===== src/rtl/ndbox_pkg.sv =====
// Shared types and constants for the N-dimensional box overlap copy descriptor generator.
// Used by the controller, the datapath, the multiply-accumulate unit and the top level.
package ndbox_pkg;

  localparam int unsigned MaxDimsDef = 8;
  localparam int unsigned OffW       = 48;

  localparam logic [1:0] CMD_LOAD  = 2'd0;
  localparam logic [1:0] CMD_FETCH = 2'd1;
  localparam logic [1:0] CMD_CLEAR = 2'd2;

  localparam logic [OffW-1:0] Mask48 = {OffW{1'b1}};

  // Commands from the controller to the datapath.
  typedef struct packed {
    logic take;   // an input transaction is accepted this cycle
    logic load;   // append the captured dimension
    logic clear;  // return the job to its reset state
    logic quick;  // emit the scalar or empty-overlap descriptor
    logic init;   // clear the accumulators and the dimension counter
    logic ph_a;   // first half of a multiply-accumulate step
    logic ph_b;   // second half; outside scaling and before the last dimension it also advances the dimension counter
    logic scale;  // the step multiplies by the element size
    logic emit;   // register the descriptor and update the job state
  } ndbox_ctl_t;

  // Status from the datapath to the controller.
  typedef struct packed {
    logic n_zero;
    logic empty;
    logic done;
    logic last_dim;
  } ndbox_st_t;

endpackage


===== src/rtl/ndbox_ctrl.sv =====
// Controller state machine: sequences loads, clears, quick fetches, the per-dimension offset steps and the emit.
// Depends on ndbox_pkg.
module ndbox_ctrl import ndbox_pkg::*; (
  input  logic       clk_i,
  input  logic       rst_ni,
  input  logic       start,
  input  logic [1:0] command_i,
  input  ndbox_st_t  st_i,
  output ndbox_ctl_t ctl_o,
  output logic       busy
);

  typedef enum logic [3:0] {
    S_IDLE, S_LOAD, S_CLEAR, S_QUICK, S_INIT, S_MA, S_MB, S_SA, S_SB, S_EMIT
  } state_e;

  state_e state_q;

  always_ff @(posedge clk_i or negedge rst_ni) begin
    if (!rst_ni) begin
      state_q <= S_IDLE;
    end else begin
      case (state_q)
        S_IDLE: begin
          if (start) begin
            case (command_i)
              CMD_LOAD:  state_q <= S_LOAD;
              CMD_CLEAR: state_q <= S_CLEAR;
              CMD_FETCH: begin
                if (st_i.done) begin
                  state_q <= S_IDLE;
                end else if (st_i.n_zero || st_i.empty) begin
                  state_q <= S_QUICK;
                end else begin
                  state_q <= S_INIT;
                end
              end
              default: state_q <= S_IDLE;
            endcase
          end
        end
        S_INIT: state_q <= S_MA;
        S_MA:   state_q <= S_MB;
        S_MB:   state_q <= st_i.last_dim ? S_SA : S_MA;
        S_SA:   state_q <= S_SB;
        S_SB:   state_q <= S_EMIT;
        default: state_q <= S_IDLE;
      endcase
    end
  end

  always_comb begin
    ctl_o       = '0;
    ctl_o.take  = start && (state_q == S_IDLE);
    ctl_o.load  = (state_q == S_LOAD);
    ctl_o.clear = (state_q == S_CLEAR);
    ctl_o.quick = (state_q == S_QUICK);
    ctl_o.init  = (state_q == S_INIT);
    ctl_o.ph_a  = (state_q == S_MA) || (state_q == S_SA);
    ctl_o.ph_b  = (state_q == S_MB) || (state_q == S_SB);
    ctl_o.scale = (state_q == S_SA) || (state_q == S_SB);
    ctl_o.emit  = (state_q == S_EMIT);
  end

  assign busy = (state_q != S_IDLE);

`ifndef ASSERT_OFF
  a_mb_follows_ma: assert property (@(posedge clk_i) disable iff (!rst_ni)
    (state_q == S_MB) |-> $past(state_q == S_MA))
    else $error("multiply step B without step A");
  a_emit_after_scale: assert property (@(posedge clk_i) disable iff (!rst_ni)
    (state_q == S_EMIT) |-> $past(state_q == S_SB))
    else $error("descriptor emitted without scaling");
  a_no_fetch_when_done: assert property (@(posedge clk_i) disable iff (!rst_ni)
    (ctl_o.take && command_i == CMD_FETCH && st_i.done) |=> (state_q == S_IDLE))
    else $error("exhausted job started a fetch");
`endif

endmodule


===== config.mk =====
export PLATFORM = sky130hd
export DESIGN_NAME = ndbox_ctrl
export DESIGN_NICKNAME = d
export VERILOG_FILES = /design/src/rtl/ndbox_pkg.sv /design/src/rtl/ndbox_ctrl.sv
export SDC_FILE = /design/constraint.sdc
export NUM_CORES = 1
export LEC_CHECK = 0
export ABC_AREA = 1
export BUFFER_PORTS_ARGS = -buffer_cell sky130_fd_sc_hd__buf_2
export CORE_AREA = 2 2 39 41
export CTS_BUF_LIST = sky130_fd_sc_hd__clkbuf_4 sky130_fd_sc_hd__clkbuf_8
export DETAILED_ROUTE_END_ITERATION = 8
export DIE_AREA = 0 0 41 43
export PLACE_DENSITY_LB_ADDON = 0.25
export SYNTH_ARGS = -nofsm -noshare
export SYNTH_HDL_FRONTEND = slang
export SYNTH_SLANG_ARGS = --single-unit

===== constraint.sdc =====
create_clock -name clk_i -period 2.4 [get_ports clk_i]
set_input_delay 0.48 -clock clk_i [delete_from_list [all_inputs] [get_ports clk_i]]
set_output_delay 0.48 -clock clk_i [all_outputs]
set_load 0.005 [all_outputs]

### After elaboration in Yosys (flattened, before gate mapping)

Cells that the tools add are included.

| word-level totals | value |
|---|---|
| output and inout port bits | 10 |
| RAM bits | 0 |
| memories kept | 0 |
| bits in latches | 0 |
| ROM bits | 0 |
| word-level logic and storage cells | 27 |
| bits in registers | 4 |
| input bits | 9 |

| operators by class | value |
|---|---|
| divide/modulo/power cells | 0 |
| multiply operators | 0 |
| magnitude comparators | 0 |
| equality and inequality tests | 12 |
| multiplexer cells | 6 |
| shift-type cells | 0 |
| add/subtract/negate cells | 0 |
| reductions and logical operators | 8 |
| bitwise gates (word level) | 0 |

Operators by type and width:

| cell | count |
|---|---|
| 4-bit one-hot mux with 6 select lines | 1 |
| 4-bit by 3-bit equality test with 1-bit output (second input constant) | 4 |
| 3-bit one-hot mux with 3 select lines | 1 |
| 4-bit by 2-bit equality test with 1-bit output (second input constant) | 2 |
| 4-bit equality test (second input constant) | 2 |
| 3-bit two-way mux | 2 |
| 4-bit by 1-bit equality test with 1-bit output (second input constant) | 1 |
| 4-bit zero test | 1 |
| 1-bit logical OR | 4 |
| 4-bit two-way mux | 1 |
| 4-bit nonzero test | 1 |
| 2-bit by 1-bit equality test with 1-bit output (second input constant) | 1 |
| 2-bit equality test (second input constant) | 1 |
| 2-bit zero test | 1 |
| 2-bit two-way mux | 1 |
| 2-bit inequality test (second input constant) | 1 |
| 1-bit logical AND | 1 |

### Longest topological paths before layout

Gate-level depths: netlist of run 1.

| depth | value |
|---|---|
| depth in word-level cells | 6 |
| depth in mapped cells | 6 |
| mapped depth without buffers | 6 |

### Worst setup path after synthesis of run 1

No wires, ideal clock.

| timing | value |
|---|---|
| kind | reg-to-output |
| start | register state_q[2] |
| end | output ctl_o[6] (netlist name) |
| slack | 1.127 ns |
| required time | 1.920 ns |
| stages on the path, launching flop included | 4 |
| arrival | 0.793 ns |
| path buffers | 0 |
| path through | dfrtp_1 nor2_1 inv_1 nor3_1 |

RTL lines:

| what | line | RTL |
|---|---|---|
| start: declaration | ndbox_ctrl.sv:17 | `state_e state_q;` |
| start signal: assignment | ndbox_ctrl.sv:44 | `S_MB: state_q <= st_i.last_dim ? S_SA : S_MA;` |
| end: declaration | ndbox_ctrl.sv:9 | `output ndbox_ctl_t ctl_o,` |

==> flow_metrics.py, run 1 <==
metrics = {
    "status": {
        "outcome": "finished, final reports clean",
    },
    "synthesis": {
        "synth_top_family_by_area": "simple AND/OR/NAND/NOR gates",
        "syn_area_per_cell_um2": 5.76,
        "ys_ff_latch": 4,
        "synth-compound-area-share_pct": 10.7,
        "yosys_warnings": 0,
        "yosys.area_share.adder_pct": 0,
        "yosys.area.top_type": "dfrtp_1",
        "syn_inst": 55,
        "synth_xor_area_share_pct": 0,
        "synth_area_um2": 317,
        "synth_area_leaders": "dfrtp_1, nand2_1, nor2_1",
        "yosys.area_share.simple_pct": 45.8,
        "ys_seq_area_share_pct": 31.6,
        "synthMuxAreaShare_pct": 0,
        "synth_top_area_share_pct": 31.6,
        "syn-num-nets": 64,
        "ys_types": 13,
    },
    "floorplanning": {
        "start_util_pct": 22.9,
        "die-area_mm2": 0.00176,
        "io_pins": 19,
        "die_y_um": 43,
        "die_w_um": 41,
        "core_mm2": 0.00138,
        "rows": 14,
    },
    "sta": {
        "fin_setup_tns_ns": 0,
        "final_max_slew_viol_count": 0,
        "min_period_over_period_pct": 70.1,
        "final-hold-violation-count": 0,
        "worst_pin_slew_ns": 0.244,
        "finalSetupViolations": 0,
        "clock_skew_ns": 0.00542,
        "fmax_ghz": 0.595,
        "relSlewSlack_pct": 83.7,
        "rsz0062_at_grt": "no",
        "period_needed_ns": 1.68,
    },
    "global_route": {
        "grt_pass1_wl_mm": 1.25,
        "grt_overflow_total": 0,
        "grt_pass1_vias": 361,
        "grtUsageTotal_pct": 10.9,
        "antenna_found_initial": 0,
        "grt_max_degree": 7,
    },
    "placed_design": {
        "port_buffers": 18,
        "hpwl_um": 671,
        "gp_congestion": 0.674,
    },
    "route": {
        "drt-vias-per-instance": 4.27,
        "vias": 393,
        "ant_nets": 0,
        "routed_wl_um": 786,
        "drtIter0Drc": 4,
        "drt-wirelength-per-cell_um": 8.54,
        "drc": 0,
        "dr.pass1.iters": 2,
    },
    "setup_path": {
        "crit_type": "reg2out",
        "max_stage_delay_ns": 0.40,
        "arrival_ns": 1.20,
        "crit_slowest_cell": "dfrtp_1",
        "start_kind": "register",
        "worstPathCellList": "nor2_1 > inv_1 > nor3_1 > buf_2",
        "reg2reg_depth": 4,
        "startpoint": "state_q[2]",
        "critPathCaptureType": "output pin",
        "rrSetupSlack_ns": 1.28,
        "r2r-start": "state_q[0]",
        "critical-path-top-delay-family": "flip-flops",
        "critPathRequiredTime_ns": 1.92,
        "crit_path_max_fanout": 5,
        "cp.buffers_inverters": 2,
        "worst_r2r_endpoint": "state_q[2]",
    },
    "clocking": {
        "cts_root_buf": "clkbuf_4",
        "clk_pin_slew_ns": 0.04,
        "ctsResizeCount": 0,
        "cts_setup_buffers": 0,
        "cts_hold_buf": 0,
        "clock_latency_ns": 0.24,
        "cts_buffers": 3,
        "clockBufferDepth": 2,
        "clkSinkCount": 4,
        "h-tree-depth": 1,
        "tritoncts": "built",
    },
    "pwr": {
        "power.density_mw_per_mm2": 639,
        "power_leakage_uw": 0.000277,
        "vdd_ir_drop_max_mv": 0.259,
    },
    "hold_path": {
        "hp-class": "in2async",
    },
    "layout": {
        "area_delta_synth_final_pct": 41.9,
        "reg_top3": "state_q (4)",
        "nets": 87,
        "largest_register_ffs": 4,
        "drive_gt1_share_pct": 32.9,
        "n_antenna_cell": 0,
        "utilization_pct": 32.5,
        "regMostFlops": "state_q",
    },
    "run": {
        "cap_violations": 0,
    },
}
## Yosys cell counts
| master | count |
|---|---|
| a21oi_1 | 2 |
| a21oi_2 | 1 |
| dfrtp_1 | 4 |
| inv_1 | 9 |
| inv_2 | 1 |
| nand2_1 | 16 |
| nand2_2 | 1 |
| nand3_1 | 1 |
| nand3b_1 | 1 |
| nor2_1 | 12 |
| nor2_2 | 1 |
| nor3_1 | 3 |
| o21ai_0 | 3 |
## area by class of cell
cell class	instances	area [um2]
clock buffers	3	22.5
well taps	16	20.0
repair buffers	18	90.1
inverters	10	37.5
flip-flops and latches	4	100
fillers	158	935
multi-input cells	41	179
## placed cells by master (no fill, tap or decap)
cell and instances:
buf_2 18, nand2_1 16, nor2_1 12, inv_1 9
dfrtp_1 4, o21ai_0 3, nor3_1 3, clkbuf_4 3
a21oi_1 2, nor2_2 1, inv_2 1, nand2_2 1
a21oi_2 1, nand3b_1 1, nand3_1 1
## stage by stage
| step | setup WS (ns) | instance area (um2) | power (uW) | cells | hold WS [ns] |
|---|---|---|---|---|---|
| 5_1_grt | 0.608 | 449 | 312 | 92 | 0.0394 |
| 3_5_place_dp | 0.949 | 427 | 205 | 89 | 0.289 |
| 3_3_place_gp | 0.947 | 427 | 204 | 89 | 0.287 |
| 6_report | 0.718 | 449 | 287 | 92 | 0.0370 |
| 4_1_cts | 0.696 | 449 | 291 | 92 | 0.0373 |
| 2_1_floorplan | 1.13 | 317 | 160 | 55 | 0.184 |
## power by group
group	switching [uW]	total [uW]	internal, uW	leakage, uW
clock network	28.1	84.1	55.9	0.0000138
registers	10.2	87.3	77.1	0.0000544
logic	70.3	116	45.4	0.000208
## logic make-up after synthesis
family,count (synthesis)
flip-flops,4
buffers and inverters,10
AO/OA/AOI/OAI,6
AND/OR/NAND/NOR,35
## worst max path at each step
stage	cells past startpoint	slack (ns)	to
CTS	4	0.70	ctl_o[6]
global placement	4	0.95	ctl_o[6]
detailed placement	4	0.95	ctl_o[6]
floorplan	3	1.13	ctl_o[6]
global route	4	0.61	ctl_o[6]
finish	4	0.72	ctl_o[6]
## per-layer routing
| metal | GRT usage, % | vias up | part of all wire [%] |
|---|---|---|---|
| met5 | 0 | - | 0 |
| met3 | 3.14 | 2 | 7.1 |
| met4 | 10.0 | 0 | 1.8 |
| met1 | 10.7 | 165 | 41 |
| met2 | 16.9 | 16 | 50 |
| li1 | - | 210 | - |
No activity file was read; power rests on OpenSTA's default activity.
==> run 2, diff against run 1 <==
==> constraint.sdc (replaced) <==
create_clock -name clk_i -period 1.4 [get_ports clk_i]
set_input_delay 0.28 -clock clk_i [delete_from_list [all_inputs] [get_ports clk_i]]
set_output_delay 0.28 -clock clk_i [all_outputs]
set_load 0.005 [all_outputs]
==> run 2 against run 1 <==
Against the previous run: total power is 81% higher; critical path depth is the same; first-iteration DRC count increased by 75%; routed wire length rose by 3.8%; final area is 9.2% higher; utilization increased by 3.0 points; sequential cell count unchanged; via count rose by 2.3%; highest routed layer unchanged; worst hold slack better by 0.30 ns.
==> flow_metrics.py, run 2 (synthesis gave the netlist of run 1 again) <==
metrics = {
    "status": {
        "outcome": "finished, final reports clean",
    },
    "route": {
        "drt-vias-per-instance": 4.32,
        "drtIter0Drc": 7,
        "vias": 402,
        "ant_nets": 0,
        "drt-wirelength-per-cell_um": 8.77,
        "wl_met3_um": 55,
        "drc": 0,
        "met2_length_um": 406,
        "met1_length_um": 339,
        "routed_wl_um": 816,
        "top_layer": "met4",
        "dr.pass1.iters": 2,
    },
    "layout": {
        "nets": 88,
        "regMostFlops": "state_q",
        "final_cell_mix": "buf_2, nand2_1, nor2_1",
        "reg_top3": "state_q (4)",
        "area_delta_synth_final_pct": 54.9,
        "n_antenna_cell": 0,
        "final_common_cell": "buf_2",
        "largest_register_ffs": 4,
        "drive_gt1_share_pct": 46.8,
    },
    "floorplanning": {
        "die_y_um": 43,
        "die-area_mm2": 0.00176,
        "core_mm2": 0.00138,
        "die_w_um": 41,
        "rows": 14,
        "io_pins": 19,
        "start_util_pct": 22.9,
    },
    "clocking": {
        "h-tree-depth": 1,
        "cts_root_buf": "clkbuf_4",
        "clock_latency_ns": 0.24,
        "clk_pin_slew_ns": 0.04,
        "tritoncts": "built",
        "clockBufferDepth": 2,
        "cts_buffers": 3,
        "clkSinkCount": 4,
        "cts_setup_buffers": 0,
    },
    "placed_design": {
        "port_buffers": 18,
        "gp_congestion": 0.674,
        "hpwl_um": 671,
    },
    "sta": {
        "fin_setup_tns_ns": 0,
        "min_period_over_period_pct": 99.2,
        "period_needed_ns": 1.39,
        "final-hold-violation-count": 0,
        "finalSetupViolations": 0,
        "clock_skew_ns": 0.00545,
        "final_max_slew_viol_count": 0,
        "fmax_ghz": 0.720,
        "rsz0062_at_grt": "yes",
        "relSlewSlack_pct": 84.0,
        "worst_pin_slew_ns": 0.239,
    },
    "pwr": {
        "power_leakage_uw": 0.000279,
        "fin_total_pwr_uw": 519,
        "clkPwrFrac_pct": 27.6,
        "power_frac_seq_pct": 30.9,
        "vdd_ir_drop_max_mv": 0.454,
        "combPwrFrac_pct": 41.5,
        "internal_power_uw": 319,
        "p_sw_uw": 199,
        "power.density_mw_per_mm2": 1060,
        "switching_share_pct": 38.4,
    },
    "setup_path": {
        "start_kind": "register",
        "crit_type": "reg2out",
        "r2r-start": "state_q[0]",
        "crit_path_max_fanout": 4,
        "rrSetupSlack_ns": 0.32,
        "startpoint": "state_q[3]",
        "worst_r2r_endpoint": "state_q[2]",
        "arrival_ns": 1.11,
        "reg2reg_depth": 4,
        "critPathRequiredTime_ns": 1.12,
        "critPathCaptureType": "output pin",
    },
    "global_route": {
        "grt_pass1_wl_mm": 1.28,
        "grt_max_degree": 7,
        "grt_pass1_vias": 364,
        "grt_overflow_total": 0,
        "grtUsageTotal_pct": 11.2,
        "antenna_found_initial": 0,
    },
    "hold_path": {
        "hp-class": "in2reg",
        "hold_end": "state_q[0]",
        "min_from": "command_i[1]",
        "whs_path_depth": 4,
    },
    "run": {
        "cap_violations": 0,
    },
}
==> run 2: what timing repair did <==
action / 4_1_cts / 5_1_grt
hold endpoints to repair: 4 / 0
setup endpoints to repair: 6 / 9
pin swaps: 2 / 3
gates resized for setup: 4 / 10
hold buffers: 1 / 0
==> run 2: how the worst max path moves through the flow <==
stage	end	slack, ns	depth (start not counted)
CTS	ctl_o[8]	-0.006	4
global route	ctl_o[1]	-0.06	4
floorplan	ctl_o[6]	0.33	3
detailed placement	ctl_o[6]	0.15	4
finish	ctl_o[1]	0.01	4
global placement	ctl_o[6]	0.15	4
==> run 2: critical path, stage by stage, from the launching register on <==
cell and delay [ns]:
dfrtp_2 0.44, inv_2 0.07, nand2_1 0.11, o21ai_1 0.14, buf_2 0.12
==> run 2: layout make-up <==
type	instances	area, um2
fillers	159	893
flip-flops and latches	4	104
multi-input cells	41	206
inverters	10	37.5
well taps	16	20.0
clock buffers	3	22.5
repair buffers	19	100
==> run 2: power groups by stage <==
stage	Combinational (uW)	Sequential (uW)	Clock (uW)
after floorplan	127	148	0
after global placement	199	150	0
after detailed placement	201	151	0
after CTS	210	154	148
after global routing	247	163	155
final	215	160	143
==> run 2: layer usage <==
layer | track usage, % | vias up
met1 | 11.4 | 172
met4 | 10.0 | 0
met5 | 0 | -
met3 | 3.14 | 2
met2 | 17.2 | 16
li1 | - | 212
==> run 2: through the flow <==
stage	utilization [%]	cell area (um2)	std cells	worst slack, ns	hold WS, ns
final	35.4	490	93	0.0107	0.334
after global routing	35.4	490	93	-0.0553	0.347
after CTS	33.9	469	93	-0.00612	0.336
after detailed placement	30.8	427	89	0.149	0.0893
after global placement	30.8	427	89	0.147	0.0875
after floorplan	-	317	55	0.327	-0.0156
